`src/jss_pkg.sv`:
```
// ----------------------------------------------------------------------------
// Joint setpoint smoother package
// Widths, fixed-point constants, command codes, sequencer states and the
// saturation helper shared by the smoother modules.
// ----------------------------------------------------------------------------
package jss_pkg;

   // Data format
   localparam int DATA_WIDTH = 32;
   localparam int FRAC_BITS  = 16;
   localparam int DIFF_W     = DATA_WIDTH + 1;

   // Shared multiplier: wide enough for Q.32 weights and the scale span
   localparam int MUL_W  = (DATA_WIDTH + 1 > 33) ? DATA_WIDTH + 1 : 33;
   localparam int PROD_W = 2 * MUL_W;
   localparam int ACC_W  = PROD_W + 2;

   // Weights and degree factor are Q.32 fractions
   localparam int WSHIFT = 32;
   localparam logic signed [MUL_W-1:0] W_NEW   = MUL_W'(64'sd3006477107);
   localparam logic signed [MUL_W-1:0] W_MID   = MUL_W'(64'sd858993459);
   localparam logic signed [MUL_W-1:0] W_OLD   = MUL_W'(64'sd429496730);
   localparam logic signed [MUL_W-1:0] DEG2RAD = MUL_W'(64'sd74961321);

   // One in fixed point, and the 0.001 rad dead band
   localparam logic signed [DIFF_W-1:0] ONE_FX = DIFF_W'(1) << FRAC_BITS;
   localparam int DEADBAND = (1 << FRAC_BITS) / 1000;
   localparam logic signed [DIFF_W-1:0] DB_HI = DIFF_W'(DEADBAND);
   localparam logic signed [DIFF_W-1:0] DB_LO = DIFF_W'(-DEADBAND);

   // Register reset values
   localparam logic signed [DATA_WIDTH-1:0] MAX_ANGLE_RST = DATA_WIDTH'(205887);
   localparam logic signed [DATA_WIDTH-1:0] MIN_ANGLE_RST = DATA_WIDTH'(-205887);

   // Register indexes
   localparam int CSR_IDX_W = 1;
   localparam logic [CSR_IDX_W-1:0] CSR_MAX_ANGLE = 1'b0;
   localparam logic [CSR_IDX_W-1:0] CSR_MIN_ANGLE = 1'b1;

   // Commands and units
   localparam logic OP_SET  = 1'b0;
   localparam logic OP_INIT = 1'b1;
   localparam logic [1:0] UNIT_RAD   = 2'd0;
   localparam logic [1:0] UNIT_DEG   = 2'd1;
   localparam logic [1:0] UNIT_SCALE = 2'd2;

   // Saturation bounds at accumulator width
   localparam logic signed [ACC_W-1:0] SAT_MAX =
      {{(ACC_W-DATA_WIDTH+1){1'b0}}, {(DATA_WIDTH-1){1'b1}}};
   localparam logic signed [ACC_W-1:0] SAT_MIN =
      {{(ACC_W-DATA_WIDTH+1){1'b1}}, {(DATA_WIDTH-1){1'b0}}};

   typedef enum logic [3:0] {
      ST_IDLE,
      ST_CONV,
      ST_UNIT,
      ST_MUL_NEW,
      ST_MUL_MID,
      ST_MUL_OLD,
      ST_SUM,
      ST_SLOPE,
      ST_OUT
   } state_type;

   // Clamp a wide signed value to the data width
   function automatic logic signed [DATA_WIDTH-1:0] sat_acc(
      input logic signed [ACC_W-1:0] x);
      logic signed [DATA_WIDTH-1:0] r;
      if (x > SAT_MAX) begin
         r = SAT_MAX[DATA_WIDTH-1:0];
      end else if (x < SAT_MIN) begin
         r = SAT_MIN[DATA_WIDTH-1:0];
      end else begin
         r = x[DATA_WIDTH-1:0];
      end
      return r;
   endfunction

endpackage

```
`src/jss_mult.sv`:
```
// ----------------------------------------------------------------------------
// Joint setpoint smoother shared multiplier
// Signed multiplier with a registered product, reused for the unit
// conversion and the three weighted products of the smoothing sequence.
// ----------------------------------------------------------------------------
module jss_mult (
   input  logic                              clock,
   input  logic signed [jss_pkg::MUL_W-1:0]  mul_a,
   input  logic signed [jss_pkg::MUL_W-1:0]  mul_b,
   output logic signed [jss_pkg::PROD_W-1:0] prod
);

   logic signed [jss_pkg::PROD_W-1:0] prod_ff;
   logic signed [jss_pkg::PROD_W-1:0] prod_in;

   // Form the full product
   assign prod_in = mul_a * mul_b;

   // Register the product
   always_ff @(posedge clock) begin
      prod_ff <= prod_in;
   end

   assign prod = prod_ff;

endmodule

```
`src/joint_setpoint_smoother_core.sv`:
```
// ----------------------------------------------------------------------------
// Joint setpoint smoother core
// Converts a joint setpoint to fixed-point radians, smooths it against the two
// previous targets and tracks the direction of motion with a dead band.
// ----------------------------------------------------------------------------
//
//   channel  direction  handshake               payload
//   req      in         req_valid / req_ready   opcode, unit_code, position_value
//   rsp      out        rsp_valid / rsp_ready   target_position, direction_changed,
//                                               unit_error
//   csr      in         csr_valid / csr_ready   csr_index, csr_data
//
// A set transaction runs through the unit conversion, the three weighted
// products, the sum, the slope check and the output step; an init transaction
// goes from the unit conversion straight to the output step. One shared multiplier
// is used once for the unit conversion and three times for the weighted sum, so
// a new request is taken only once the previous one has left the sequencer.
// req_ready is high only while the sequencer is idle; the next transaction can
// be taken while the previous result still waits in the output register.
// A stalled result holds the sequencer at its last step until the slot frees.
// Synchronous reset clears the history and all handshake state and returns the limits to their reset values.
// ----------------------------------------------------------------------------
module joint_setpoint_smoother_core (
   input  logic                                   clock,
   input  logic                                   reset,
   // request channel
   input  logic                                   req_valid,
   output logic                                   req_ready,
   input  logic                                   req_opcode,
   input  logic [1:0]                             req_unit_code,
   input  logic signed [jss_pkg::DATA_WIDTH-1:0]  req_position_value,
   // response channel
   output logic                                   rsp_valid,
   input  logic                                   rsp_ready,
   output logic signed [jss_pkg::DATA_WIDTH-1:0]  rsp_target_position,
   output logic                                   rsp_direction_changed,
   output logic                                   rsp_unit_error,
   // register write channel
   input  logic                                   csr_valid,
   output logic                                   csr_ready,
   input  logic [jss_pkg::CSR_IDX_W-1:0]          csr_index,
   input  logic [jss_pkg::DATA_WIDTH-1:0]         csr_data
);

   localparam int DW = jss_pkg::DATA_WIDTH;

   jss_pkg::state_type state_ff, state_in;

   logic                              opcode_ff, opcode_in;
   logic [1:0]                        unit_ff, unit_in;
   logic signed [DW-1:0]              value_ff, value_in;
   logic signed [jss_pkg::DIFF_W-1:0] span_ff, span_in;
   logic signed [jss_pkg::DIFF_W-1:0] opnd_ff, opnd_in;
   logic signed [DW-1:0]              u_ff, u_in;
   logic                              err_ff, err_in;
   logic signed [jss_pkg::ACC_W-1:0]  acc_ff, acc_in;
   logic signed [DW-1:0]              result_ff, result_in;
   logic                              new_neg_ff, new_neg_in;

   logic signed [DW-1:0]              newest_ff, newest_in;
   logic signed [DW-1:0]              older_ff, older_in;
   logic                              slope_neg_ff, slope_neg_in;

   logic signed [DW-1:0]              max_ff, max_in;
   logic signed [DW-1:0]              min_ff, min_in;

   logic                              rsp_valid_ff, rsp_valid_in;
   logic signed [DW-1:0]              rsp_target_ff, rsp_target_in;
   logic                              rsp_changed_ff, rsp_changed_in;
   logic                              rsp_error_ff, rsp_error_in;

   logic signed [jss_pkg::MUL_W-1:0]  mul_a;
   logic signed [jss_pkg::MUL_W-1:0]  mul_b;
   logic signed [jss_pkg::PROD_W-1:0] prod;

   logic signed [jss_pkg::ACC_W-1:0]  prod_ext;
   logic signed [jss_pkg::ACC_W-1:0]  deg_acc;
   logic signed [jss_pkg::ACC_W-1:0]  scl_acc;
   logic signed [jss_pkg::ACC_W-1:0]  sum_acc;
   logic signed [jss_pkg::ACC_W-1:0]  sum_shr;
   logic signed [jss_pkg::DIFF_W-1:0] slope;
   logic                              out_free;

   // Shared multiplier
   jss_mult u_mult (
      .clock (clock),
      .mul_a (mul_a),
      .mul_b (mul_b),
      .prod  (prod)
   );

   // Product views at accumulator width
   assign prod_ext = jss_pkg::ACC_W'(prod);
   assign deg_acc  = prod_ext >>> jss_pkg::WSHIFT;
   assign scl_acc  = (prod_ext >>> (jss_pkg::FRAC_BITS + 1)) + jss_pkg::ACC_W'(min_ff);
   assign sum_acc  = acc_ff + prod_ext;
   assign sum_shr  = sum_acc >>> jss_pkg::WSHIFT;
   assign slope    = jss_pkg::DIFF_W'(result_ff) - jss_pkg::DIFF_W'(newest_ff);
   assign out_free = !rsp_valid_ff || rsp_ready;

   // Pick the multiplier operands for the current step
   always_comb begin
      mul_a = jss_pkg::MUL_W'(u_ff);
      mul_b = jss_pkg::W_NEW;
      case (state_ff)
         jss_pkg::ST_CONV: begin
            if (unit_ff == jss_pkg::UNIT_DEG) begin
               mul_a = jss_pkg::MUL_W'(value_ff);
               mul_b = jss_pkg::DEG2RAD;
            end else begin
               mul_a = jss_pkg::MUL_W'(span_ff);
               mul_b = jss_pkg::MUL_W'(opnd_ff);
            end
         end
         jss_pkg::ST_MUL_MID: begin
            mul_a = jss_pkg::MUL_W'(newest_ff);
            mul_b = jss_pkg::W_MID;
         end
         jss_pkg::ST_MUL_OLD: begin
            mul_a = jss_pkg::MUL_W'(older_ff);
            mul_b = jss_pkg::W_OLD;
         end
         default: begin
            mul_a = jss_pkg::MUL_W'(u_ff);
            mul_b = jss_pkg::W_NEW;
         end
      endcase
   end

   // Sequencer: next state and datapath updates
   always_comb begin
      state_in       = state_ff;
      opcode_in      = opcode_ff;
      unit_in        = unit_ff;
      value_in       = value_ff;
      span_in        = span_ff;
      opnd_in        = opnd_ff;
      u_in           = u_ff;
      err_in         = err_ff;
      acc_in         = acc_ff;
      result_in      = result_ff;
      new_neg_in     = new_neg_ff;
      newest_in      = newest_ff;
      older_in       = older_ff;
      slope_neg_in   = slope_neg_ff;
      max_in         = max_ff;
      min_in         = min_ff;
      rsp_valid_in   = rsp_valid_ff && !rsp_ready;
      rsp_target_in  = rsp_target_ff;
      rsp_changed_in = rsp_changed_ff;
      rsp_error_in   = rsp_error_ff;

      // Register writes
      if (csr_valid) begin
         case (csr_index)
            jss_pkg::CSR_MAX_ANGLE: max_in = $signed(csr_data);
            jss_pkg::CSR_MIN_ANGLE: min_in = $signed(csr_data);
            default: ;
         endcase
      end

      case (state_ff)
         // Capture the transaction and prepare the scale operands
         jss_pkg::ST_IDLE: begin
            if (req_valid) begin
               opcode_in = req_opcode;
               unit_in   = req_unit_code;
               value_in  = req_position_value;
               span_in   = jss_pkg::DIFF_W'(max_ff) - jss_pkg::DIFF_W'(min_ff);
               opnd_in   = jss_pkg::DIFF_W'(req_position_value) + jss_pkg::ONE_FX;
               state_in  = jss_pkg::ST_CONV;
            end
         end
         // Conversion product is in flight
         jss_pkg::ST_CONV: begin
            state_in = jss_pkg::ST_UNIT;
         end
         // Finish the unit conversion
         jss_pkg::ST_UNIT: begin
            err_in = 1'b0;
            case (unit_ff)
               jss_pkg::UNIT_RAD:   u_in = value_ff;
               jss_pkg::UNIT_DEG:   u_in = jss_pkg::sat_acc(deg_acc);
               jss_pkg::UNIT_SCALE: u_in = jss_pkg::sat_acc(scl_acc);
               default: begin
                  u_in   = '0;
                  err_in = 1'b1;
               end
            endcase
            result_in = u_in;
            if (opcode_ff == jss_pkg::OP_INIT) begin
               state_in = jss_pkg::ST_OUT;
            end else begin
               state_in = jss_pkg::ST_MUL_NEW;
            end
         end
         jss_pkg::ST_MUL_NEW: begin
            state_in = jss_pkg::ST_MUL_MID;
         end
         // Start the weighted sum
         jss_pkg::ST_MUL_MID: begin
            acc_in   = prod_ext;
            state_in = jss_pkg::ST_MUL_OLD;
         end
         jss_pkg::ST_MUL_OLD: begin
            acc_in   = sum_acc;
            state_in = jss_pkg::ST_SUM;
         end
         // Floor to the grid and clamp
         jss_pkg::ST_SUM: begin
            result_in = jss_pkg::sat_acc(sum_shr);
            state_in  = jss_pkg::ST_SLOPE;
         end
         // Update the slope sign outside the dead band
         jss_pkg::ST_SLOPE: begin
            if (slope > jss_pkg::DB_HI || slope < jss_pkg::DB_LO) begin
               new_neg_in = slope[jss_pkg::DIFF_W-1];
            end else begin
               new_neg_in = slope_neg_ff;
            end
            state_in = jss_pkg::ST_OUT;
         end
         // Commit history and hand the result over
         jss_pkg::ST_OUT: begin
            if (out_free) begin
               rsp_valid_in  = 1'b1;
               rsp_target_in = result_ff;
               rsp_error_in  = err_ff;
               if (opcode_ff == jss_pkg::OP_INIT) begin
                  newest_in      = result_ff;
                  older_in       = result_ff;
                  slope_neg_in   = 1'b0;
                  rsp_changed_in = 1'b0;
               end else begin
                  older_in       = newest_ff;
                  newest_in      = result_ff;
                  slope_neg_in   = new_neg_ff;
                  rsp_changed_in = new_neg_ff != slope_neg_ff;
               end
               state_in = jss_pkg::ST_IDLE;
            end
         end
         default: begin
            state_in = jss_pkg::ST_IDLE;
         end
      endcase
   end

   // Control and architectural state
   always_ff @(posedge clock) begin
      if (reset) begin
         state_ff     <= jss_pkg::ST_IDLE;
         rsp_valid_ff <= 1'b0;
         newest_ff    <= '0;
         older_ff     <= '0;
         slope_neg_ff <= 1'b0;
         max_ff       <= jss_pkg::MAX_ANGLE_RST;
         min_ff       <= jss_pkg::MIN_ANGLE_RST;
      end else begin
         state_ff     <= state_in;
         rsp_valid_ff <= rsp_valid_in;
         newest_ff    <= newest_in;
         older_ff     <= older_in;
         slope_neg_ff <= slope_neg_in;
         max_ff       <= max_in;
         min_ff       <= min_in;
      end
   end

   // Working registers
   always_ff @(posedge clock) begin
      opcode_ff      <= opcode_in;
      unit_ff        <= unit_in;
      value_ff       <= value_in;
      span_ff        <= span_in;
      opnd_ff        <= opnd_in;
      u_ff           <= u_in;
      err_ff         <= err_in;
      acc_ff         <= acc_in;
      result_ff      <= result_in;
      new_neg_ff     <= new_neg_in;
      rsp_target_ff  <= rsp_target_in;
      rsp_changed_ff <= rsp_changed_in;
      rsp_error_ff   <= rsp_error_in;
   end

   assign req_ready             = state_ff == jss_pkg::ST_IDLE;
   assign csr_ready             = 1'b1;
   assign rsp_valid             = rsp_valid_ff;
   assign rsp_target_position   = rsp_target_ff;
   assign rsp_direction_changed = rsp_changed_ff;
   assign rsp_unit_error        = rsp_error_ff;

endmodule

```
`config.mk`:
```
export PLATFORM = sky130hd
export DESIGN_NAME = joint_setpoint_smoother_core
export DESIGN_NICKNAME = d
export VERILOG_FILES = /design/src/jss_pkg.sv /design/src/jss_mult.sv /design/src/joint_setpoint_smoother_core.sv
export SDC_FILE = /design/constraint.sdc
export NUM_CORES = 2
export LEC_CHECK = 0
export ABC_CLOCK_PERIOD_IN_PS = 10800
export BUFFER_PORTS_ARGS = -buffer_cell sky130_fd_sc_hd__buf_2
export CAP_MARGIN = 20
export CELL_PAD_IN_SITES_DETAIL_PLACEMENT = 0
export CELL_PAD_IN_SITES_GLOBAL_PLACEMENT = 1
export CORE_UTILIZATION = 47
export CTS_BUF_LIST = sky130_fd_sc_hd__clkbuf_16
export DETAILED_ROUTE_END_ITERATION = 16
export PLACE_DENSITY = 0.89
export SETUP_SLACK_MARGIN = 0.4
export SYNTH_ARGS = -nofsm -noshare
export SYNTH_HDL_FRONTEND = slang
export SYNTH_SLANG_ARGS = --single-unit
```
`constraint.sdc`:
```
create_clock -name clock -period 10.8 [get_ports clock]
set_input_delay 1.08 -clock clock [delete_from_list [all_inputs] [get_ports clock]]
set_output_delay 1.08 -clock clock [all_outputs]
set_load 0.05 [all_outputs]
```
# Yosys cells after proc, flatten, opt, wreduce, memory -nomap -nowiden

Index checks and enable logic that the tools add are counted.

Register bits: 469
Input port bits: 73
Output and inout port bits: 37
Word-level logic and storage cells: 87

Add/sub/neg operators: 5
Multipliers: 1
Order comparisons: 8
Equal/unequal tests: 13
Muxes and demuxes: 23
Bitwise gates (word level): 1
Reduce and logical (&&, ||, !) cells: 15

Operators by type and width:

| cell                                                          | number |
|---|---|
| two-way mux 32 bit                                            | 7 |
| one-hot mux 33 bit (3 select lines)                           | 2 |
| one-hot mux 68 bit (2 select lines)                           | 1 |
| one-hot mux 32 bit (3 select lines)                           | 1 |
| adder 68 x 66 -> 68 bit                                       | 1 |
| multiplier 33 x 33 -> 66 bit                                  | 1 |
| two-way mux 33 bit                                            | 2 |
| subtractor 32 x 32 -> 33 bit                                  | 2 |
| one-hot mux 32 bit (2 select lines)                           | 1 |
| adder 49 x 32 -> 50 bit                                       | 1 |
| > comparator 50 x 32 -> 1 bit (second input constant)         | 1 |
| less-than comparator 50 x 32 -> 1 bit (second input constant) | 1 |
| > comparator 36 x 32 -> 1 bit (second input constant)         | 1 |
| less-than comparator 36 x 32 -> 1 bit (second input constant) | 1 |
| one-hot mux 4 bit (9 select lines)                            | 1 |
| > comparator 34 x 32 -> 1 bit (second input constant)         | 1 |
| less-than comparator 34 x 32 -> 1 bit (second input constant) | 1 |
| adder 32 x 18 -> 33 bit (second input constant)               | 1 |
| > comparator 33 x 8 -> 1 bit (second input constant)          | 1 |
| less-than comparator 33 x 8 -> 1 bit (second input constant)  | 1 |
| equality test 4 x 3 -> 1 bit (second input constant)          | 4 |
| two-way mux 4 bit                                             | 3 |
| AND reduction 2 bit                                           | 5 |
| equality test 4 x 2 -> 1 bit (second input constant)          | 2 |
| other kinds (15)                                              | 23 |

# Logic depth before layout (Yosys ltp)

Depth after elaboration: 6
Depth in mapped cells: 41
Mapped depth without buffers: 36

# Hierarchy

A second synthesis with hierarchy kept.

Cells, all modules: 7374
Area total of the unflattened synthesis: 66975.5 um2

Modules (own cells, without submodules):

| module                       | instances | cells each | area each (um2) | sequential area each (um2) |
|---|---|---|---|---|
| jss_mult                     | 1         | 4243       | 40010.9         | 1321.3 |
| joint_setpoint_smoother_core | 1         | 3131       | 26964.6         | 10279.9 |

# Worst setup path before layout

Ideal clock, no wire load.

Path kind: flip-flop to flip-flop
Start: register state_ff[3]
End: register u_mult.prod_ff (netlist bit u_mult.prod[65])
Arrival: 11.902 ns
Slack: -1.174 ns
Cell stages (with the launch flop): 31
Cells stage by stage: dfxtp_1 > clkbuf_1 > nor2_1 > nor2_1 > a221oi_1 > a21oi_1 > clkbuf_1 > nand2_1 > inv_1 > fa_1 > fa_1 > fa_1 > fa_1 > inv_1 > fa_1 > inv_1 > fa_1 > fa_1 > inv_1 > fa_1 > inv_1 > ha_1 > a21o_1 > a21oi_1 > nor2_1 > a211oi_1 > o31ai_1 > a221oi_1 > o21ai_0 > a21oi_1 > xnor2_1

Cells in the longest elaborated chain, start to end: 3

RTL lines:

| item                                                                                | line                                | text |
|---|---|---|
| from (decl)                                                                         | joint_setpoint_smoother_core.sv:47  | `jss_pkg::state_type state_ff, state_in;` |
| from (signal assigned)                                                              | joint_setpoint_smoother_core.sv:252 | `state_ff <= jss_pkg::ST_IDLE;` |
| from (signal assigned)                                                              | joint_setpoint_smoother_core.sv:260 | `state_ff <= state_in;` |
| equality test 4 x 3 -> 1 bit / equality test 4 x 1 -> 1 bit (equally long branches) | joint_setpoint_smoother_core.sv:105 | `case (state_ff)` |
| one-hot mux 33 bit (3 select lines)                                                 | joint_setpoint_smoother_core.sv:105 |  |
| multiplier 33 x 33 -> 66 bit (*)                                                    | jss_mult.sv:17                      | `assign prod_in = mul_a * mul_b;` |
| via u_mult.prod_in, one bit                                                         | jss_mult.sv:14                      | `logic signed [jss_pkg::PROD_W-1:0] prod_in;` |
| to (signal assigned)                                                                | jss_mult.sv:21                      | `prod_ff <= prod_in;` |
| to (decl)                                                                           | jss_mult.sv:13                      | `logic signed [jss_pkg::PROD_W-1:0] prod_ff;` |

Mark *: on every way through the listed nets, which the timed path passes. The rest lies on a longest branch.
A chain may end at the register's enable or synchronous reset.

# Final worst setup path

Start: register state_ff[2]
End: register u_mult.prod_ff (netlist bit u_mult.prod[65])

Same word-level chain as after synthesis.

==> impl_metrics.py <==
metrics = {
    "synthesis": {
        "ys_ff_latch": 453,
        "synth_nets": 8933,
        "synth-compound-area-share_pct": 11.49,
        "synthXorXnorAreaFrac_pct": 3.274,
        "yosys.area_share.adder_pct": 42.70,
        "syn_area_um2": 65540,
        "syn_area_per_cell_um2": 8.962,
        "synth.area.mux_share_pct": 1.060,
        "synthCells": 7313,
        "yosysSeqAreaShare_pct": 17.70,
        "yosys.area_share.simple_pct": 14.44,
        "synth_top_family_by_area": "adder cells",
        "synth-edff-count": 253,
        "ys_async_sr_fraction_pct": 0,
        "synthDistinctLibCells": 93,
        "ys_warn_count": 0,
        "synthFlopType": "edfxtp_1",
    },
    "cts": {
        "htreeDepth": 2,
        "clock-sinks": 453,
        "cts.clk_slew.worst_paths_ps": 70,
        "cts_tree": "yes",
        "clk_path_buf_depth": 3,
        "numCtsBuffers": 45,
        "clk_latency_ps": 640,
        "clockRootBuffer": "clkbuf_16",
        "cts_hold_buf": 0,
    },
    "detailed_routing": {
        "vias_per_cell": 5.820,
        "drc": 0,
        "dr.pass1.iters": 8,
        "drtAntennaViolNets": 0,
        "dr.first_iter.drc_count": 5099,
        "wl_per_cell_um": 24.69,
        "num_vias": 53520,
        "routed_wl_mm": 227.0,
    },
    "status": {
        "status": "completed",
    },
    "sta": {
        "drv_slew": 0,
        "rsz0062_at_grt": "false",
        "final_hold_viol_count": 0,
        "fmax_mhz": 98.85,
        "hold_ws_ps": 461.3,
        "worst_pin_slew_ps": 1109,
        "finalSetupTns_ps": 0,
        "slew_headroom_pct": 26.08,
        "fin_crit_ps": 10120,
        "setup_violations": 0,
        "finalCritPeriodShare_pct": 93.67,
        "fin_skew_ps": 46.93,
    },
    "global_routing": {
        "grt_pass1_wl_mm": 341.9,
        "grt_max_degree": 92,
        "grt_overflow": 0,
        "grt_pass1_vias": 54210,
        "grt.total_usage_pct": 32.50,
        "antenna_found_initial": 18,
    },
    "run": {
        "max_cap_viol_count": 0,
    },
    "die": {
        "coreArea_um2": 137800,
        "ios": 110,
        "die_y_um": 375.4,
        "rows": 136,
        "start_util_pct": 47.55,
        "die_w_um": 375.4,
        "dieArea_um2": 140900,
    },
    "setup_path": {
        "crit_fanout": 17,
        "max_stage_delay_ps": 720,
        "cp-start-kind": "flip-flop",
        "critPathTopFamily": "adder cells",
        "worstSetupEndpointType": "flip-flop",
        "cp_common_cell": "fa_1",
        "crit_required_ps": 11330,
        "arrival_ps": 10640,
        "crit_path_top_delay_cell": "a21oi_1",
        "crit_buf_inv": 9,
        "crit_type": "reg2reg",
    },
    "final_layout": {
        "top_register": "acc_ff",
        "layout.nets": 8984,
        "largest_reg_flops": 68,
        "syn_to_final_growth_pct": 7.818,
        "layout-drive-gt1-share_pct": 6.999,
    },
    "placed_design": {
        "port_buffers": 108,
        "gp_congestion": 1.014,
        "dpl.hpwl_mm": 187.2,
    },
    "worst_hold_path": {
        "holdCritPathClass": "reg2reg",
    },
}
[worst reg2reg max path, delay by kind of cell, from the launching register on]
kind | cells | cell delay [ps]
xor+xnor | 1 | 120
fa+ha+maj | 9 | 4590
compound gates | 8 | 2260
flops | 1 | 440
simple gates | 5 | 1310
buf+inv | 9 | 1290
[cells in the final DEF (no fill, tap or decap), types with 15 or more instances in the layout]
master | Yosys | final
dfxtp_1 | 200 | 199
ha_1 | 398 | 398
o211ai_1 | 42 | 42
buf_4 | 1 | 221
inv_1 | 1274 | 1278
a21oi_1 | 298 | 292
o21ai_2 | 0 | 15
nand3b_1 | 34 | 34
mux2i_1 | 66 | 66
xnor2_1 | 172 | 172
xor2_1 | 73 | 73
nand2_1 | 976 | 974
edfxtp_1 | 253 | 253
o31ai_1 | 19 | 19
clkbuf_16 | 0 | 51
and3_1 | 34 | 33
nand4_1 | 43 | 43
nor4_1 | 16 | 16
nand3_1 | 65 | 65
a22oi_1 | 35 | 35
o21bai_1 | 39 | 39
nor2b_1 | 29 | 26
a211oi_1 | 49 | 49
nor2_1 | 830 | 819
o21ai_1 | 34 | 27
fa_1 | 1149 | 1149
or3_1 | 19 | 18
nand2b_1 | 79 | 78
nor3_1 | 46 | 45
o21a_1 | 75 | 70
a211o_1 | 31 | 31
buf_2 | 9 | 107
and2_1 | 29 | 28
o21ai_0 | 238 | 228
a31oi_1 | 31 | 30
a2bb2oi_1 | 26 | 26
a21o_1 | 115 | 115
[per-layer routing]
metal	up-vias	global-route usage [%]	routed length [um]
met3	560	6.780	22920
met2	2699	50.66	102000
met5	-	0	138
li1	23290	-	-
met1	26950	43.90	90360
met4	24	13.85	11660
[cells in the mapped netlist, types with 29 or more instances]
| master | number | area share (%) |
|---|---|---|
| inv_1 | 1274 | 7.3 |
| fa_1 | 1149 | 35 |
| nand2_1 | 976 | 5.6 |
| nor2_1 | 830 | 4.8 |
| ha_1 | 398 | 7.6 |
| clkbuf_1 | 303 | 1.7 |
| a21oi_1 | 298 | 2.3 |
| edfxtp_1 | 253 | 12 |
| o21ai_0 | 238 | 1.8 |
| dfxtp_1 | 200 | 6.1 |
| xnor2_1 | 172 | 2.3 |
| a21o_1 | 115 | 1.3 |
| nand2b_1 | 79 | 0.75 |
| o21a_1 | 75 | 0.86 |
| xor2_1 | 73 | 0.98 |
| mux2i_1 | 66 | 1.0 |
| nand3_1 | 65 | 0.50 |
| a211oi_1 | 49 | 0.56 |
| nor3_1 | 46 | 0.35 |
| nand4_1 | 43 | 0.41 |
| o211ai_1 | 42 | 0.48 |
| o21bai_1 | 39 | 0.45 |
| a22oi_1 | 35 | 0.40 |
| and3_1 | 34 | 0.32 |
| nand3b_1 | 34 | 0.39 |
| o21ai_1 | 34 | 0.26 |
| a211o_1 | 31 | 0.41 |
| a31oi_1 | 31 | 0.30 |
| and2_1 | 29 | 0.28 |
| nor2b_1 | 29 | 0.28 |
[area by class of cell]
class,instances,area [um^2]
fillers,12870,67170
multi-input cells,5249,48040
flip-flops and latches,453,11600
inverters,1276,4792
repair buffers,339,2337
well taps,1794,2245
clock buffers,51,1276
clock inverters,33,361.6
diodes,1,2.502
[metrics by stage]
step	instances	instance area [um^2]	worst slack [ps]	utilization [%]
after floorplan	7313	65550	745.8	-
after global placement	9099	68830	372.6	49.94
after detailed placement	9100	68840	385.8	49.95
after CTS	9184	70480	427.5	51.14
after global routing	9196	70660	419.4	51.27
final	9196	70660	683.3	51.27
[what timing repair did]
item,CTS,global route
setup buffers,0,9
resized for setup,2,25
pin swaps,0,1
setup endpoints to repair,2,12
[logic make-up after synthesis]
logic type	Yosys count
xor gates and xnor gates	245
muxes	69
adders and majority gates	1547
and+or+nand+nor	2238
buffers and inverters	1611
AOI/OAI and AO/OA	1149
other	1
DFF	453
[final timing paths]
| check | startpoint | end | slack (ps) | cells past startpoint |
|---|---|---|---|---|
| max reg2reg | state_ff[2]$_SDFFE_PP0P_ | u_mult.prod[65]$_DFF_P_ | 680 | 32 |
| min | max_ff[25]$_SDFFE_PP0P_ | max_ff[25]$_SDFFE_PP0P_ | 460 | 2 |
| min reg2reg | max_ff[25]$_SDFFE_PP0P_ | max_ff[25]$_SDFFE_PP0P_ | 460 | 2 |
| max | state_ff[2]$_SDFFE_PP0P_ | u_mult.prod[65]$_DFF_P_ | 680 | 32 |
Power is left out: the tool's default activity adds up to more than one toggle a clock period on the data nets, which glitch-free logic cannot reach.
